$ cat src/hw/rtl/tkm_pkg.sv
`timescale 1ns / 1ps

package tkm_pkg;

	localparam int LIST_DEPTH = 16;
	localparam int COORD_BITS = 12;

	localparam int IDX_BITS = (LIST_DEPTH > 1) ? $clog2(LIST_DEPTH) : 1;
	localparam int COUNT_BITS = $clog2(LIST_DEPTH + 1);

	localparam int COST_BITS = 16;
	localparam int TPL_BITS = 8;
	localparam int SLOT_BITS = 4;
	localparam int LIMIT_BITS = 5;
	localparam int SUPP_BITS = 13;
	localparam int OUTCOME_BITS = 3;
	localparam int CFG_DATA_BITS = 13;
	localparam int CFG_INDEX_BITS = 1;

	// |dx| + |dy| needs one bit more than a coordinate
	localparam int DIST_BITS = (COORD_BITS + 1 > SUPP_BITS) ? COORD_BITS + 1 : SUPP_BITS;

	localparam logic [CFG_INDEX_BITS-1:0] CFG_LIST_LIMIT = 1'b0;
	localparam logic [CFG_INDEX_BITS-1:0] CFG_SUPPRESS   = 1'b1;

	localparam logic MODE_READ = 1'b1;

	typedef enum logic [OUTCOME_BITS-1:0] {
		OUT_INSERTED = 3'd0,
		OUT_REPLACED = 3'd1,
		OUT_KEPT     = 3'd2,
		OUT_DROPPED  = 3'd3,
		OUT_READ     = 3'd4
	} outcome_t;

	typedef enum logic [2:0] {
		ST_IDLE,
		ST_EVAL,
		ST_DECIDE,
		ST_APPLY,
		ST_RESULT
	} state_t;

	typedef struct packed {
		logic [COST_BITS-1:0]  cost;
		logic [COORD_BITS-1:0] x;
		logic [COORD_BITS-1:0] y;
		logic [TPL_BITS-1:0]   tpl;
	} entry_t;

	typedef struct packed {
		logic load_in;
		logic eval;
		logic decide;
		logic apply;
		logic load_out;
	} cmd_t;

	typedef struct packed {
		logic is_read;
	} status_t;

endpackage

$ cat src/hw/rtl/top_k_match_list_suppress.sv
`timescale 1ns / 1ps

// Sorted list of the best candidate matches (ascending cost) with suppression of near
// neighbours, held in a register file of tkm_pkg::LIST_DEPTH entries. An accepted
// candidate is captured, then the compare step checks distance and cost against all
// entries in parallel, the decide step selects the absorbing entry or the insertion
// point, the apply step shifts the entries and writes the candidate, and the result
// register is loaded once the output is free. A read skips decide and apply. The
// sequencer works on one item at a time, so the input stalls until the item's result
// is loaded; the result register lets the next item be taken while a result is still
// held under out_stall. Configuration (index 0 list_limit, index 1 suppress_distance)
// is to be written through cfg_we/cfg_index/cfg_data only while no item is in
// progress; the block itself does not enforce this.
module top_k_match_list_suppress (
	input  logic                                clk,
	input  logic                                arst_n,
	input  logic                                cfg_we,
	input  logic [tkm_pkg::CFG_INDEX_BITS-1:0]  cfg_index,
	input  logic [tkm_pkg::CFG_DATA_BITS-1:0]   cfg_data,
	input  logic                                in_valid,
	output logic                                in_stall,
	input  logic                                mode,
	input  logic [tkm_pkg::COST_BITS-1:0]       cand_cost,
	input  logic [tkm_pkg::COORD_BITS-1:0]      pos_x,
	input  logic [tkm_pkg::COORD_BITS-1:0]      pos_y,
	input  logic [tkm_pkg::TPL_BITS-1:0]        template_id,
	input  logic [tkm_pkg::SLOT_BITS-1:0]       read_slot,
	output logic                                out_valid,
	input  logic                                out_stall,
	output logic [tkm_pkg::OUTCOME_BITS-1:0]    outcome,
	output logic [tkm_pkg::SLOT_BITS-1:0]       slot,
	output logic                                entry_valid,
	output logic [tkm_pkg::COST_BITS-1:0]       entry_cost,
	output logic [tkm_pkg::COORD_BITS-1:0]      entry_x,
	output logic [tkm_pkg::COORD_BITS-1:0]      entry_y,
	output logic [tkm_pkg::TPL_BITS-1:0]        entry_template,
	output logic [tkm_pkg::LIMIT_BITS-1:0]      entry_count
);

	tkm_pkg::cmd_t    cmd;
	tkm_pkg::status_t status;

	tkm_ctrl u_ctrl (
		.clk       (clk),
		.arst_n    (arst_n),
		.in_valid  (in_valid),
		.in_stall  (in_stall),
		.out_valid (out_valid),
		.out_stall (out_stall),
		.status    (status),
		.cmd       (cmd)
	);

	tkm_datapath u_datapath (
		.clk            (clk),
		.arst_n         (arst_n),
		.cfg_we         (cfg_we),
		.cfg_index      (cfg_index),
		.cfg_data       (cfg_data),
		.mode           (mode),
		.cand_cost      (cand_cost),
		.pos_x          (pos_x),
		.pos_y          (pos_y),
		.template_id    (template_id),
		.read_slot      (read_slot),
		.cmd            (cmd),
		.status         (status),
		.outcome        (outcome),
		.slot           (slot),
		.entry_valid    (entry_valid),
		.entry_cost     (entry_cost),
		.entry_x        (entry_x),
		.entry_y        (entry_y),
		.entry_template (entry_template),
		.entry_count    (entry_count)
	);

endmodule

$ cat src/hw/rtl/tkm_ctrl.sv
`timescale 1ns / 1ps

module tkm_ctrl (
	input  logic             clk,
	input  logic             arst_n,
	input  logic             in_valid,
	output logic             in_stall,
	output logic             out_valid,
	input  logic             out_stall,
	input  tkm_pkg::status_t status,
	output tkm_pkg::cmd_t    cmd
);

	tkm_pkg::state_t state_q;
	tkm_pkg::state_t state_nxt;
	logic            out_valid_q;
	logic            out_free;

	assign out_free  = !out_valid_q || !out_stall;
	assign in_stall  = (state_q != tkm_pkg::ST_IDLE);
	assign out_valid = out_valid_q;

	always_ff @(posedge clk or negedge arst_n) begin
		if (!arst_n) begin
			state_q <= tkm_pkg::ST_IDLE;
		end else begin
			state_q <= state_nxt;
		end
	end

	always_comb begin
		state_nxt = state_q;
		cmd = '0;
		unique case (state_q)
			tkm_pkg::ST_IDLE: begin
				if (in_valid) begin
					cmd.load_in = 1'b1;
					state_nxt = tkm_pkg::ST_EVAL;
				end
			end
			tkm_pkg::ST_EVAL: begin
				cmd.eval = 1'b1;
				state_nxt = status.is_read ? tkm_pkg::ST_RESULT : tkm_pkg::ST_DECIDE;
			end
			tkm_pkg::ST_DECIDE: begin
				cmd.decide = 1'b1;
				state_nxt = tkm_pkg::ST_APPLY;
			end
			tkm_pkg::ST_APPLY: begin
				cmd.apply = 1'b1;
				state_nxt = tkm_pkg::ST_RESULT;
			end
			tkm_pkg::ST_RESULT: begin
				if (out_free) begin
					cmd.load_out = 1'b1;
					state_nxt = tkm_pkg::ST_IDLE;
				end
			end
			default: begin
				state_nxt = tkm_pkg::ST_IDLE;
			end
		endcase
	end

	always_ff @(posedge clk or negedge arst_n) begin
		if (!arst_n) begin
			out_valid_q <= 1'b0;
		end else if (cmd.load_out) begin
			out_valid_q <= 1'b1;
		end else if (!out_stall) begin
			out_valid_q <= 1'b0;
		end
	end

	a_accept_to_eval: assert property (@(posedge clk) disable iff (!arst_n)
		in_valid && !in_stall |=> state_q == tkm_pkg::ST_EVAL)
		else $error("accepted item did not enter compare step");

	a_no_overwrite: assert property (@(posedge clk) disable iff (!arst_n)
		cmd.load_out |-> !out_valid_q || !out_stall)
		else $error("pending result overwritten");

	a_result_shown: assert property (@(posedge clk) disable iff (!arst_n)
		state_q == tkm_pkg::ST_RESULT && out_free |=> out_valid_q)
		else $error("result not presented");

	a_apply_after_decide: assert property (@(posedge clk) disable iff (!arst_n)
		state_q == tkm_pkg::ST_APPLY |-> $past(state_q) == tkm_pkg::ST_DECIDE)
		else $error("list update without a decision");

endmodule

$ cat src/hw/rtl/tkm_datapath.sv
`timescale 1ns / 1ps

module tkm_datapath (
	input  logic                                clk,
	input  logic                                arst_n,
	input  logic                                cfg_we,
	input  logic [tkm_pkg::CFG_INDEX_BITS-1:0]  cfg_index,
	input  logic [tkm_pkg::CFG_DATA_BITS-1:0]   cfg_data,
	input  logic                                mode,
	input  logic [tkm_pkg::COST_BITS-1:0]       cand_cost,
	input  logic [tkm_pkg::COORD_BITS-1:0]      pos_x,
	input  logic [tkm_pkg::COORD_BITS-1:0]      pos_y,
	input  logic [tkm_pkg::TPL_BITS-1:0]        template_id,
	input  logic [tkm_pkg::SLOT_BITS-1:0]       read_slot,
	input  tkm_pkg::cmd_t                       cmd,
	output tkm_pkg::status_t                    status,
	output logic [tkm_pkg::OUTCOME_BITS-1:0]    outcome,
	output logic [tkm_pkg::SLOT_BITS-1:0]       slot,
	output logic                                entry_valid,
	output logic [tkm_pkg::COST_BITS-1:0]       entry_cost,
	output logic [tkm_pkg::COORD_BITS-1:0]      entry_x,
	output logic [tkm_pkg::COORD_BITS-1:0]      entry_y,
	output logic [tkm_pkg::TPL_BITS-1:0]        entry_template,
	output logic [tkm_pkg::LIMIT_BITS-1:0]      entry_count
);

	tkm_pkg::entry_t list_q [tkm_pkg::LIST_DEPTH];

	logic [tkm_pkg::COUNT_BITS-1:0] held_q;
	logic [tkm_pkg::COUNT_BITS-1:0] lim_q;
	logic [tkm_pkg::SUPP_BITS-1:0]  supp_q;

	tkm_pkg::entry_t               cand_q;
	logic                          mode_q;
	logic [tkm_pkg::SLOT_BITS-1:0] rslot_q;

	logic [tkm_pkg::LIST_DEPTH-1:0] near_s1;
	logic [tkm_pkg::LIST_DEPTH-1:0] le_s1;
	logic [tkm_pkg::LIST_DEPTH-1:0] lt_s1;

	tkm_pkg::outcome_t            op_s2;
	logic [tkm_pkg::IDX_BITS-1:0] lo_s2;
	logic [tkm_pkg::IDX_BITS-1:0] hi_s2;
	logic                         grow_s2;

	tkm_pkg::outcome_t               outcome_q;
	logic [tkm_pkg::SLOT_BITS-1:0]   slot_q;
	logic                            valid_q;
	tkm_pkg::entry_t                 entry_q;
	logic [tkm_pkg::LIMIT_BITS-1:0]  count_q;

	// configuration
	logic [tkm_pkg::LIMIT_BITS-1:0] cfg_lim;
	logic [tkm_pkg::COUNT_BITS-1:0] eff_lim;

	assign cfg_lim = cfg_data[tkm_pkg::LIMIT_BITS-1:0];

	always_comb begin
		if (cfg_lim == '0) begin
			eff_lim = tkm_pkg::COUNT_BITS'(1);
		end else if (cfg_lim > tkm_pkg::LIST_DEPTH) begin
			eff_lim = tkm_pkg::COUNT_BITS'(tkm_pkg::LIST_DEPTH);
		end else begin
			eff_lim = tkm_pkg::COUNT_BITS'(cfg_lim);
		end
	end

	logic cfg_lim_wr;
	assign cfg_lim_wr = cfg_we && (cfg_index == tkm_pkg::CFG_LIST_LIMIT);

	always_ff @(posedge clk or negedge arst_n) begin
		if (!arst_n) begin
			lim_q  <= tkm_pkg::COUNT_BITS'(tkm_pkg::LIST_DEPTH);
			supp_q <= '0;
		end else if (cfg_we) begin
			unique case (cfg_index)
				tkm_pkg::CFG_LIST_LIMIT: lim_q  <= eff_lim;
				tkm_pkg::CFG_SUPPRESS:   supp_q <= cfg_data[tkm_pkg::SUPP_BITS-1:0];
				default: ;
			endcase
		end
	end

	// fill count; a lowered limit discards the tail at once
	always_ff @(posedge clk or negedge arst_n) begin
		if (!arst_n) begin
			held_q <= '0;
		end else if (cfg_lim_wr) begin
			if (held_q > eff_lim) begin
				held_q <= eff_lim;
			end
		end else if (cmd.apply && op_s2 == tkm_pkg::OUT_INSERTED && grow_s2) begin
			held_q <= held_q + tkm_pkg::COUNT_BITS'(1);
		end
	end

	// candidate capture
	always_ff @(posedge clk) begin
		if (cmd.load_in) begin
			cand_q.cost <= cand_cost;
			cand_q.x    <= pos_x;
			cand_q.y    <= pos_y;
			cand_q.tpl  <= template_id;
			mode_q      <= mode;
			rslot_q     <= read_slot;
		end
	end

	assign status.is_read = (mode_q == tkm_pkg::MODE_READ);

	// compare step: distance and cost against every entry in parallel
	logic [tkm_pkg::LIST_DEPTH-1:0] near_c;
	logic [tkm_pkg::LIST_DEPTH-1:0] le_c;
	logic [tkm_pkg::LIST_DEPTH-1:0] lt_c;

	always_comb begin
		logic [tkm_pkg::COORD_BITS-1:0] dx;
		logic [tkm_pkg::COORD_BITS-1:0] dy;
		logic [tkm_pkg::DIST_BITS-1:0]  l1_sum;
		for (int i = 0; i < tkm_pkg::LIST_DEPTH; i++) begin
			dx = (list_q[i].x >= cand_q.x) ? list_q[i].x - cand_q.x : cand_q.x - list_q[i].x;
			dy = (list_q[i].y >= cand_q.y) ? list_q[i].y - cand_q.y : cand_q.y - list_q[i].y;
			l1_sum = tkm_pkg::DIST_BITS'(dx) + tkm_pkg::DIST_BITS'(dy);
			near_c[i] = (tkm_pkg::COUNT_BITS'(i) < held_q) &&
				(l1_sum < tkm_pkg::DIST_BITS'(supp_q));
			le_c[i] = (list_q[i].cost <= cand_q.cost);
			lt_c[i] = (list_q[i].cost < cand_q.cost);
		end
	end

	always_ff @(posedge clk) begin
		if (cmd.eval) begin
			near_s1 <= near_c;
			le_s1   <= le_c;
			lt_s1   <= lt_c;
		end
	end

	// decide step: priority encoders over the compare vectors
	logic [tkm_pkg::IDX_BITS-1:0]   near_idx;
	logic                           near_found;
	logic [tkm_pkg::IDX_BITS-1:0]   bub_idx;
	logic [tkm_pkg::COUNT_BITS-1:0] ins_pos;
	logic                           full;
	logic [tkm_pkg::IDX_BITS-1:0]   last_idx;
	logic                           drop;
	logic [tkm_pkg::IDX_BITS-1:0]   hi_ins;

	always_comb begin
		near_idx   = '0;
		near_found = 1'b0;
		bub_idx    = '0;
		ins_pos    = held_q;
		for (int i = tkm_pkg::LIST_DEPTH - 1; i >= 0; i--) begin
			if (near_s1[i]) begin
				near_idx   = tkm_pkg::IDX_BITS'(i);
				near_found = 1'b1;
			end
			// list is sorted, so the first costlier entry is where a cheaper one lands
			if (!le_s1[i] && tkm_pkg::COUNT_BITS'(i) < held_q) begin
				bub_idx = tkm_pkg::IDX_BITS'(i);
			end
			if (!lt_s1[i] && tkm_pkg::COUNT_BITS'(i) < held_q) begin
				ins_pos = tkm_pkg::COUNT_BITS'(i);
			end
		end
		full     = (held_q >= lim_q);
		last_idx = tkm_pkg::IDX_BITS'(lim_q - tkm_pkg::COUNT_BITS'(1));
		drop     = full && lt_s1[last_idx];
		hi_ins   = full ? last_idx : tkm_pkg::IDX_BITS'(held_q);
	end

	always_ff @(posedge clk) begin
		if (cmd.decide) begin
			grow_s2 <= 1'b0;
			if (near_found) begin
				if (!le_s1[near_idx]) begin
					op_s2 <= tkm_pkg::OUT_REPLACED;
					lo_s2 <= bub_idx;
					hi_s2 <= near_idx;
				end else begin
					op_s2 <= tkm_pkg::OUT_KEPT;
					lo_s2 <= near_idx;
					hi_s2 <= near_idx;
				end
			end else if (drop) begin
				op_s2 <= tkm_pkg::OUT_DROPPED;
				lo_s2 <= '0;
				hi_s2 <= '0;
			end else begin
				op_s2   <= tkm_pkg::OUT_INSERTED;
				lo_s2   <= tkm_pkg::IDX_BITS'(ins_pos);
				hi_s2   <= hi_ins;
				grow_s2 <= !full;
			end
		end
	end

	// apply step: on insert or replace, the candidate goes to lo, entries in (lo, hi] move down one place
	logic do_write;
	assign do_write = cmd.apply &&
		(op_s2 == tkm_pkg::OUT_INSERTED || op_s2 == tkm_pkg::OUT_REPLACED);

	for (genvar m = 0; m < tkm_pkg::LIST_DEPTH; m++) begin : g_entry
		if (m == 0) begin : g_head
			always_ff @(posedge clk) begin
				if (do_write && lo_s2 == '0) begin
					list_q[m] <= cand_q;
				end
			end
		end else begin : g_body
			always_ff @(posedge clk) begin
				if (do_write) begin
					if (tkm_pkg::IDX_BITS'(m) == lo_s2) begin
						list_q[m] <= cand_q;
					end else if (tkm_pkg::IDX_BITS'(m) > lo_s2 &&
						tkm_pkg::IDX_BITS'(m) <= hi_s2) begin
						list_q[m] <= list_q[m-1];
					end
				end
			end
		end
	end

	// result register
	logic [tkm_pkg::IDX_BITS-1:0] rep_idx;
	tkm_pkg::entry_t              rep_entry;
	logic                         rep_valid;

	assign rep_idx   = status.is_read ? tkm_pkg::IDX_BITS'(rslot_q) : lo_s2;
	assign rep_entry = list_q[rep_idx];
	assign rep_valid = status.is_read ? (rslot_q < held_q) : (op_s2 != tkm_pkg::OUT_DROPPED);

	always_ff @(posedge clk) begin
		if (cmd.load_out) begin
			outcome_q <= status.is_read ? tkm_pkg::OUT_READ : op_s2;
			slot_q    <= status.is_read ? rslot_q : tkm_pkg::SLOT_BITS'(lo_s2);
			valid_q   <= rep_valid;
			entry_q   <= rep_valid ? rep_entry : '0;
			count_q   <= tkm_pkg::LIMIT_BITS'(held_q);
		end
	end

	assign outcome        = outcome_q;
	assign slot           = slot_q;
	assign entry_valid    = valid_q;
	assign entry_cost     = entry_q.cost;
	assign entry_x        = entry_q.x;
	assign entry_y        = entry_q.y;
	assign entry_template = entry_q.tpl;
	assign entry_count    = count_q;

endmodule

$ cat config.mk
export PLATFORM = sky130hd
export DESIGN_NAME = top_k_match_list_suppress
export DESIGN_NICKNAME = d
export VERILOG_FILES = /design/src/hw/rtl/tkm_pkg.sv /design/src/hw/rtl/top_k_match_list_suppress.sv /design/src/hw/rtl/tkm_ctrl.sv /design/src/hw/rtl/tkm_datapath.sv
export SDC_FILE = /design/constraint.sdc
export NUM_CORES = 2
export LEC_CHECK = 0
export ABC_AREA = 1
export CAP_MARGIN = 20
export CELL_PAD_IN_SITES_DETAIL_PLACEMENT = 2
export CELL_PAD_IN_SITES_GLOBAL_PLACEMENT = 2
export CORE_UTILIZATION = 28
export DETAILED_ROUTE_END_ITERATION = 16
export DONT_BUFFER_PORTS = 1
export MAX_ROUTING_LAYER = met4
export PLACE_DENSITY_LB_ADDON = 0.08
export SYNTH_ARGS = -nofsm -noshare
export SYNTH_HDL_FRONTEND = slang
export SYNTH_SLANG_ARGS = --single-unit
$ cat constraint.sdc
create_clock -name clk -period 7.9 [get_ports clk]
set_input_delay 1.58 -clock clk [delete_from_list [all_inputs] [get_ports clk]]
set_output_delay 1.58 -clock clk [all_outputs]
set_load 0.005 [all_outputs]
==> results by group <==
Synth
  – FFs w/ async S/R, synth: 0.0279
  – Syn_area_per_cell: 7.95 um^2
  – Seq cells post-synth: 968
  – YS warnings: 0
  – Syn_nets: 13600
  – Ys flop type: edfxtp_1
  – Synth cell types: 77
  – Mapped Cells: roughly 12000
  – Mapped cell area: 95400 um^2
  – Number of synthesized flops with an enable pin: 941
  – Register area share after synthesis: 0.303

Timing
  – Final setup TNS: 0 ps
  – F_max: 143 MHz
  – Final setup vio count: 0
  – Final worst-path cycle share: 0.884
  – Min Tclk post-route: 6990 ps
  – Worst clock skew: 51.4 ps
  – Final hold vios: 0
  – Rel. slew slack: 0.179
  – RSZ-0062 raised after global routing: false
  – Final slew viol count: 0
  – Worst Tran Pin Value: 1220 ps

Setup path
  – Worst setup SP type: register
  – Arrival time at the worst endpoint: ~7600 ps
  – Critical path class: register to register
  – Setup crit end: u_datapath.near_s1[15]
  – Critical Path Fanout Max: 18
  – R2R Path Start: u_datapath.cand_q[25]
  – Worst path bufs/invs: 3
  – R2R cell count: 24
  – Max incr delay on CP: 700 ps
  – Crit path max-delay family: compound AO/OA/AOI/OAI gates
  – Slowest-stage cell, CP: inv_1
  – Worst EP required: between 8000 and 9000 ps
  – Cells along the critical path: buf_4 > inv_1 > ha_1 > a21oi_1 > o21ai_0 > nand2_1 > nand4_1 > o21ai_0 > inv_1 > fa_1 > nand3b_1 > and2_1 > o21ai_0 > a21o_1 > a21oi_1 > o21ai_0 > a21oi_1 > o21bai_1 > a21oi_1 > o21bai_1 > ha_1 > a21oi_1 > o21ai_0 > a2111oi_0
  – R2r setup slk: 910 ps
  – RR Endpoint: u_datapath.near_s1[15]
  – Worst Setup SP: u_datapath.cand_q[25]
  – Worst setup EP type: register
  – WP depth: 24

Power and ir drop
  – Power Total: 0.0408 W
  – Lkg Pwr: around 48 nW
  – Max VDD drop: 0.000197 V
  – Pwr/cell area: 384 nW/um^2

Global route
  – Vias in the first global route: 96400
  – Global-route wire length before repair: around 700000 um
  – Largest net degree at the start of global routing: roughly 180
  – GRT overflow: 0
  – Total Routing Usage GR: 0.289
  – Initial antenna violation count: 36

Clock network
  – Post-CTS Setup Inserts: 0
  – Clock sink total: around 970
  – Post-CTS Resized: 0
  – CTS Root Cell: clkbuf_16
  – Worst-path clk slew: 60 ps
  – CTS tree: done
  – Inserted Clock Buffers: 144
  – Clock buffer depth: 4
  – # hold bufs at CTS: 0
  – H-Tree Depth: 4
  – Clk_lat worst skew: roughly 850 ps

Floorplanning
  – Initial core utilization: 0.281
  – Core area: approximately 340000 um^2
  – Die X: 586 um
  – FP Rows: 214
  – Die Y: about 590 um
  – I/O pin cnt: ~140
  – Die area: around 340000 um^2

Placement
  – Gpl congestion: between 0.9 and 1
  – DP HPWL: 393000 um
  – Port bufs: 0
  – Placed cells: 16300

Run
  – Max_cap viols: 0

Drt
  – Post-route DRC: 0
  – DR vias: 88600
  – DR iter-0 viols: 5076
  – First-pass DRT Iterations: 7
  – Wire per inst: 29.6 um
  – Vias per cell: 5.33
  – Remaining antenna violation count after routing: 0
  – Final WL: ~490000 um

Run status
  – Outcome: finished, final reports clean

Cells and area
  – Finished Layout Cells: approximately 17000
  – Fillers: 39000
  – Synthesis-to-layout area growth: 11.5%
  – Final nets: 13500
  – Share of layout cells above drive strength 1: 0.0525

Hold path
  – Min-Delay Path Class: input pin to asynchronous set/reset pin
[cells in the final DEF (no fill, tap or decap), types with 25 or more instances in the layout]
cell type,netlist,routed
a211oi_1,74,67
a21o_1,76,76
a21oi_1,1409,1409
a221oi_1,52,52
a31oi_1,40,39
buf_4,4,198
clkbuf_1,261,33
clkbuf_16,0,148
dfrtp_1,26,26
diode_2,0,35
edfxtp_1,941,941
fa_1,80,80
ha_1,1391,1391
inv_1,1822,1818
mux2_2,88,88
mux2i_1,77,77
nand2_1,1822,1815
nand3_1,419,415
nand3b_1,25,25
nand4_1,57,57
nor2_1,561,556
nor3_1,91,91
o211ai_1,169,169
o21a_1,44,44
o21ai_0,1401,1393
o21ai_1,64,64
o21bai_1,79,79
o221ai_1,41,41
xnor2_1,252,252
xor2_1,232,232
[registers in the layout, summed over array words and instances (netlist names), 5 cells and up]
signal                     cells
u_datapath.cand_q             48
u_datapath.held_q              5
u_datapath.lt_s1              16
u_datapath.near_s1            16
u_datapath.entry_x            12
u_datapath.entry_cost         16
u_datapath.entry_y            12
u_datapath.list_q            768
u_datapath.entry_count         5
u_datapath.lim_q               5
u_datapath.supp_q             13
u_datapath.le_s1              16
u_datapath.entry_template      8
[layer usage]
layer | track usage | routed length (um)
met3 | 0.0200 | 14600
met4 | 0.111 | 22600
met5 | - | 0
met1 | 0.358 | 217000
met2 | 0.491 | 238000
[Yosys cell counts (all sizes together) (4+ instances only)]
| library cell | count | area (um^2) |
|---|---|---|
| nor2 | 565 | 2140 |
| nand3 | 435 | 2260 |
| edfxtp | 941 | 28300 |
| o211ai | 174 | 1330 |
| inv | 1829 | 6870 |
| o21ai | 1479 | 7450 |
| xor2 | 232 | 2030 |
| nand4 | 59 | 382 |
| a211o | 6 | 52.6 |
| o21a | 44 | 330 |
| buf | 170 | 855 |
| o311ai | 7 | 61.3 |
| fa | 80 | 1600 |
| o221ai | 41 | 359 |
| mux2i | 77 | 771 |
| a21oi | 1418 | 7130 |
| dfrtp | 26 | 651 |
| a31oi | 40 | 250 |
| o2111ai | 18 | 170 |
| o31ai | 15 | 113 |
| nand3b | 25 | 188 |
| a2111oi | 11 | 96.3 |
| or2 | 9 | 56.3 |
| o22ai | 21 | 131 |
| and2 | 17 | 106 |
| a221oi | 52 | 455 |
| nand2 | 1833 | 6910 |
| nor3 | 91 | 455 |
| mux2 | 97 | 1090 |
| a211oi | 74 | 556 |
| nor3b | 4 | 30.0 |
| nor4 | 5 | 31.3 |
| a21boi | 20 | 150 |
| clkbuf | 261 | 980 |
| a21o | 76 | 571 |
| ha | 1391 | 17400 |
| o21bai | 83 | 661 |
| xnor2 | 252 | 2210 |
| a221o | 4 | 40.0 |
[cell type report]
type	instances	area, um^2	share of cell area
Antenna cell	35	87.6	0.000823
Tap cell	4536	5680	0.0534
Multi-Input combinational cell	8781	58200	0.547
Clock inverter	68	911	0.00856
Timing Repair Buffer	215	1830	0.0172
Inverter	1830	6880	0.0647
Sequential cell	968	28900	0.272
Clock buffer	183	3850	0.0362
[logic make-up (layout without fill, tap and decap cells)]
kind of cell               Yosys count  count (layout)  share of synthesized area
AOI/OAI and AO/OA                 3606            3606                      0.211
and+or+nand+nor                   3046            3046                      0.132
buffers and inverters             2261            2296                     0.0912
adders and majority gates         1471            1471                      0.199
DFF                                968             968                      0.303
xor gates and xnor gates           484             484                     0.0444
muxes                              174             174                     0.0195
other                                0              35                          0
[how the worst min path moves through the flow]
stage	slack, ps	startpoint	endpoint
2_1_floorplan	420	u_datapath.status	u_datapath.outcome[2]
3_3_place_gp	470	u_datapath.supp_q[4]	u_datapath.supp_q[4]
3_5_place_dp	470	u_datapath.supp_q[4]	u_datapath.supp_q[4]
4_1_cts	370	arst_n	u_datapath.supp_q[8]
5_1_grt	390	arst_n	u_datapath.supp_q[10]
6_report	420	arst_n	u_ctrl.state_q[2]
[where the power goes]
part | switching (W) | internal (W)
Sequential | 0.000535 | 0.00648
Clock | 0.00282 | 0.00409
Combinational | 0.0180 | 0.00897
Total | 0.0213 | 0.0195
[stage by stage]
| step | setup slack, ps | instance area, um^2 | hold WS [ps] | utilization |
|---|---|---|---|---|
| 2_1_floorplan | 906 | 95400 | 421 | - |
| 3_3_place_gp | 1290 | 101000 | 467 | 0.299 |
| 3_5_place_dp | 928 | 102000 | 473 | 0.299 |
| 4_1_cts | 909 | 106000 | 366 | 0.313 |
| 6_report | 912 | 106000 | 421 | 0.313 |
| 5_1_grt | 246 | 106000 | 389 | 0.313 |
Note: power is estimated with default switching activity, not from simulation.
